$ cat src/hdl/rclt_pkg.sv
package rclt_pkg;

	localparam int MAX_COORDS = 256;
	localparam int FRAC_BITS  = 16;
	localparam int ADDR_W     = 8;
	localparam int CNT_W      = 9;
	localparam int WGT_W      = FRAC_BITS + 1;
	localparam int CELL_W     = 8;

	localparam logic [0:0] OP_LOAD  = 1'b0;
	localparam logic [0:0] OP_QUERY = 1'b1;

	localparam logic [1:0] AX_X = 2'd0;
	localparam logic [1:0] AX_Y = 2'd1;
	localparam logic [1:0] AX_Z = 2'd2;

	localparam logic [1:0] REG_COUNT_X = 2'd0;
	localparam logic [1:0] REG_COUNT_Y = 2'd1;
	localparam logic [1:0] REG_COUNT_Z = 2'd2;
	localparam logic [1:0] REG_MODE    = 2'd3;

	localparam logic [1:0] MODE_MEAN    = 2'd0;
	localparam logic [1:0] MODE_TRILIN  = 2'd1;
	localparam logic [1:0] MODE_FIRST   = 2'd2;
	localparam logic [1:0] MODE_NEAREST = 2'd3;

	localparam logic [WGT_W-1:0] W_ONE  = WGT_W'(1) << FRAC_BITS;
	localparam logic [WGT_W-1:0] W_HALF = WGT_W'(1) << (FRAC_BITS - 1);

	typedef struct packed {
		logic       clear;
		logic       init_axis;
		logic       srch_step;
		logic       bound_lo;
		logic       bound_hi;
		logic       fetch_lo;
		logic       fetch_hi;
		logic       div_start;
		logic       div_step;
		logic       save_axis;
		logic       mul_step;
		logic       emit;
		logic [1:0] axis;
	} ctl_t;

	typedef struct packed {
		logic srch_done;
		logic div_done;
		logic outside;
		logic mul_done;
	} sts_t;

endpackage

$ cat src/hdl/rclt_ctrl.sv
module rclt_ctrl (
	input  logic           clk,
	input  logic           arst_n,
	input  logic           go,
	input  rclt_pkg::sts_t sts,
	output rclt_pkg::ctl_t ctl,
	output logic           busy
);

	localparam logic [3:0] S_IDLE  = 4'd0;
	localparam logic [3:0] S_INIT  = 4'd1;
	localparam logic [3:0] S_BLO   = 4'd2;
	localparam logic [3:0] S_BHI   = 4'd3;
	localparam logic [3:0] S_CHK   = 4'd4;
	localparam logic [3:0] S_SRCH  = 4'd5;
	localparam logic [3:0] S_FLO   = 4'd6;
	localparam logic [3:0] S_FHI   = 4'd7;
	localparam logic [3:0] S_DSTA  = 4'd8;
	localparam logic [3:0] S_DIV   = 4'd9;
	localparam logic [3:0] S_SAVE  = 4'd10;
	localparam logic [3:0] S_MUL   = 4'd11;
	localparam logic [3:0] S_EMIT  = 4'd12;

	logic [3:0] state_q, state_d;
	logic [1:0] axis_q, axis_d;

	always_comb begin
		state_d = state_q;
		axis_d  = axis_q;
		ctl     = '0;
		ctl.axis = axis_q;
		case (state_q)
			S_IDLE: begin
				if (go) begin
					ctl.clear = 1'b1;
					axis_d  = rclt_pkg::AX_X;
					state_d = S_INIT;
				end
			end
			S_INIT: begin
				ctl.init_axis = 1'b1;
				state_d = S_BLO;
			end
			S_BLO: begin
				ctl.bound_lo = 1'b1;
				state_d = S_BHI;
			end
			S_BHI: begin
				ctl.bound_hi = 1'b1;
				state_d = S_CHK;
			end
			S_CHK: begin
				if (sts.outside) state_d = S_EMIT;
				else state_d = S_SRCH;
			end
			S_SRCH: begin
				ctl.srch_step = 1'b1;
				if (sts.srch_done) state_d = S_FLO;
			end
			S_FLO: begin
				ctl.fetch_lo = 1'b1;
				state_d = S_FHI;
			end
			S_FHI: begin
				ctl.fetch_hi = 1'b1;
				state_d = S_DSTA;
			end
			S_DSTA: begin
				ctl.div_start = 1'b1;
				state_d = S_DIV;
			end
			S_DIV: begin
				ctl.div_step = 1'b1;
				if (sts.div_done) state_d = S_SAVE;
			end
			S_SAVE: begin
				ctl.save_axis = 1'b1;
				if (axis_q == rclt_pkg::AX_Z) begin
					state_d = S_MUL;
				end else begin
					axis_d  = axis_q + 2'd1;
					state_d = S_INIT;
				end
			end
			S_MUL: begin
				ctl.mul_step = 1'b1;
				if (sts.mul_done) state_d = S_EMIT;
			end
			S_EMIT: begin
				ctl.emit = 1'b1;
				state_d = S_IDLE;
			end
			default: state_d = S_IDLE;
		endcase
	end

	always_ff @(posedge clk or negedge arst_n) begin
		if (!arst_n) begin
			state_q <= S_IDLE;
			axis_q  <= rclt_pkg::AX_X;
		end else begin
			state_q <= state_d;
			axis_q  <= axis_d;
		end
	end

	assign busy = (state_q != S_IDLE);

endmodule

$ cat config.mk
export PLATFORM = sky130hd
export DESIGN_NAME = rclt_ctrl
export DESIGN_NICKNAME = d
export VERILOG_FILES = /design/src/hdl/rclt_pkg.sv /design/src/hdl/rclt_ctrl.sv
export SDC_FILE = /design/constraint.sdc
export NUM_CORES = 1
export LEC_CHECK = 0
export ABC_AREA = 1
export BUFFER_PORTS_ARGS = -buffer_cell sky130_fd_sc_hd__buf_2
export CAP_MARGIN = 5
export CORE_AREA = 2 2 39 41
export CTS_BUF_LIST = sky130_fd_sc_hd__clkbuf_8
export CTS_CLUSTER_SIZE = 30
export DETAILED_ROUTE_END_ITERATION = 10
export DIE_AREA = 0 0 41 43
export PLACE_DENSITY = 0.66
export SYNTH_ARGS = -nofsm -noshare
export SYNTH_HDL_FRONTEND = slang
export SYNTH_SLANG_ARGS = --single-unit
$ cat constraint.sdc
create_clock -name clk -period 1.05 [get_ports clk]
set_input_delay 0.105 -clock clk [delete_from_list [all_inputs] [get_ports clk]]
set_output_delay 0.105 -clock clk [all_outputs]
set_load 0.01 [all_outputs]
==> results.cfg <==
[yosys]
yosys_warnings = 0
synth_xor_area_share_pct = 0
netlist_area_um2 = 473
netlist_instances = 79
yosys_register_bits = 6
yosys.area.top_type = dfrtp_1
synth_area_per_cell_um2 = 5.99
synth_cell_types = 14
yosys.area_share.adder_pct = 2.65
synth.top_cells.by_area = dfrtp_1 32%, nand2_1 16%, nor2_1 13%
synth_nets = 87
ys_seq_area_share_pct = 31.7
synth_simple_gate_area_share_pct = 47.9
synth_top_family_by_area = simple AND/OR/NAND/NOR gates
synth_top_area_share_pct = 31.7
synthMuxAreaShare_pct = 0
synth_compound_area_share_pct = 6.61

[power]
total_leakage_power_uw = 0.000486
irDropWorstVdd_mv = 1.46
pwr_density_cell_nw_per_um2 = 2850

[route]
dr.pass1.iters = 4
final_antenna_net_count = 0
num_vias = 655
wire_per_inst_um = 12.1
drc = 0
drtIter0Drc = 5
wl_um = 1630
via_per_inst = 4.85

[place]
gp_congestion = 0.773
dp_slack_ns = -0.143
place_hpwl_um = 1050
io_buffers = 21

[timing]
max_freq_mhz = 765
skew_ns = 0.00326
maxSlewViolCount = 0
min_period_over_period_pct = 125
worst_slack_ns = -0.257
tns_ns = -3.14
relSlewSlack_pct = 86.9
whs_ns = 0.126
worstMarginPinSlew_ns = 0.197
fin_crit_ns = 1.31
setup_viol = 18
finalHoldViolCount = 0
rsz0062_at_grt = true

[cts]
cts_buffer_depth = 2
clockRootBuffer = clkbuf_8
htreeDepth = 1
cts_sinks = 6
cts_inserted_buffers = 3
cts_tree = done
clkTransAtPathRegs_ns = 0.04
clkLatencyLatePin_ns = 0.22

[worst_setup_path]
worstPathArrival_ns = 1.20
slowest_delay_ns = 0.45
cp-start-kind = flop
cp_cell_sequence = inv_2 -> nand2_4 -> buf_6 -> nor2_1 -> buf_2
endpoint_kind = output pin
criticalPathCategory = flop to output pin
r2r-start = state_q[0]
critPathMaxFanout = 5
worstPathRequired_ns = 0.94
cp-startpoint = state_q[1]
crit_slowest_cell = dfrtp_2

[global_routing]
antenna_found_initial = 0
grt_pass1_vias = 575
grt_usage_pct = 19.7
grt_overflow_total = 0
grt_pass1_wl_um = 2330
grt_max_degree = 7

[die]
die_h_um = 43
core.rowCount = 14
core_um2 = 1380
io_pins = 22
die_w_um = 41
start_util_pct = 34.2
dieArea_um2 = 1760

[layout]
nFillCells = 113
drive_above_1_share_pct = 60.5
area_growth_pct = 92.3
ff_latch_area_um2 = 155
fin_nets = 129
multi_input_area_um2 = 368
n_antenna_cell = 0

[worst_hold_path]
worstHoldStart = sts[1]
hp-class = input pin to flop

[outcome]
status = finished with violations
violations = setup timing

[run]
maxCapViolations = 0
==> placed cells by master, fill, tap and decap left out <==
master,instances
buf_6,8
nand2_1,14
o22ai_1,1
nor2_1,6
nor2_4,6
nand2_4,4
nand3_1,8
dfrtp_1,2
dlygate4sd3_1,1
inv_1,8
ha_2,1
buf_4,11
inv_2,4
nor3_2,1
o21ai_0,1
nand2_2,3
inv_4,2
dfrtp_2,4
clkbuf_8,3
o21ai_1,4
nor2_2,8
nand3b_1,2
buf_2,17
==> cell families after synthesis <==
| group | after synthesis |
|---|---|
| flops | 6 |
| fa+ha+maj | 1 |
| buf+inv | 14 |
| compound gates | 6 |
| simple gates | 52 |
==> state kept, by name, summed over array words and instances, names as in the netlist <==
| register | count |
|---|---|
| state_q | 4 |
| axis_q | 2 |
==> final timing paths <==
kind,end,slack (ns),cells after the start
worst min-delay path,state_q[3],0.13,3
min in group asynchronous,axis_q[0],0.23,2
worst max-delay path,ctl[11],-0.26,5
worst min register to register,axis_q[1],0.60,2
worst max register to register,state_q[0],-0.18,7
max in group asynchronous,state_q[2],0.66,2
==> cells in the mapped netlist, drive strengths merged <==
| library cell | n |
|---|---|
| nand2 | 21 |
| o21ai | 5 |
| o22ai | 1 |
| dfrtp | 6 |
| nor3 | 1 |
| nand3 | 8 |
| ha | 1 |
| nand3b | 2 |
| inv | 14 |
| nor2 | 20 |
==> power by group <==
group / total [µW] / internal [µW] / switching (µW)
Combinational: 1730 / 772 / 963
Clock: 345 / 246 / 98.5
Sequential: 516 / 343 / 173
Total: 2600 / 1360 / 1230
==> through the flow <==
stage	area, µm²	total power, µW	cells	utilization (%)
2_1_floorplan	488	1180	79	-
3_3_place_gp	688	1690	126	49.7
3_5_place_dp	688	1700	126	49.7
4_1_cts	862	2410	135	62.3
5_1_grt	910	2790	135	65.7
6_report	910	2600	135	65.7
==> timing repair <==
item,4_1_cts,5_1_grt
setup endpoints to repair,19,19
setup buffers,5,0
hold endpoints to repair,6,0
hold buffers,1,0
gates resized for setup,27,14
pin swaps,7,1
==> layer usage <==
metal	share of wire, %	GRT usage (%)
met3	3.1	4.71
met2	56	33.8
met5	0	0
met1	40	22.5
met4	1.1	6.00
==> worst max-delay path, delay by kind of cell (launching register included) <==
| family | cells | cell delay (ns) |
|---|---|---|
| buffers and inverters | 3 | 0.36 |
| and+or+nand+nor | 2 | 0.18 |
| DFF | 1 | 0.45 |
==> area by class of cell <==
class | instances | share of cell area [%]
multi-input combinational | 59 | 40.4
clock buffer | 3 | 4.54
tap | 16 | 2.20
timing repair buffer | 37 | 29.4
sequential | 6 | 17.1
inverter | 14 | 6.33
Note: power is estimated with default switching activity, not from simulation.
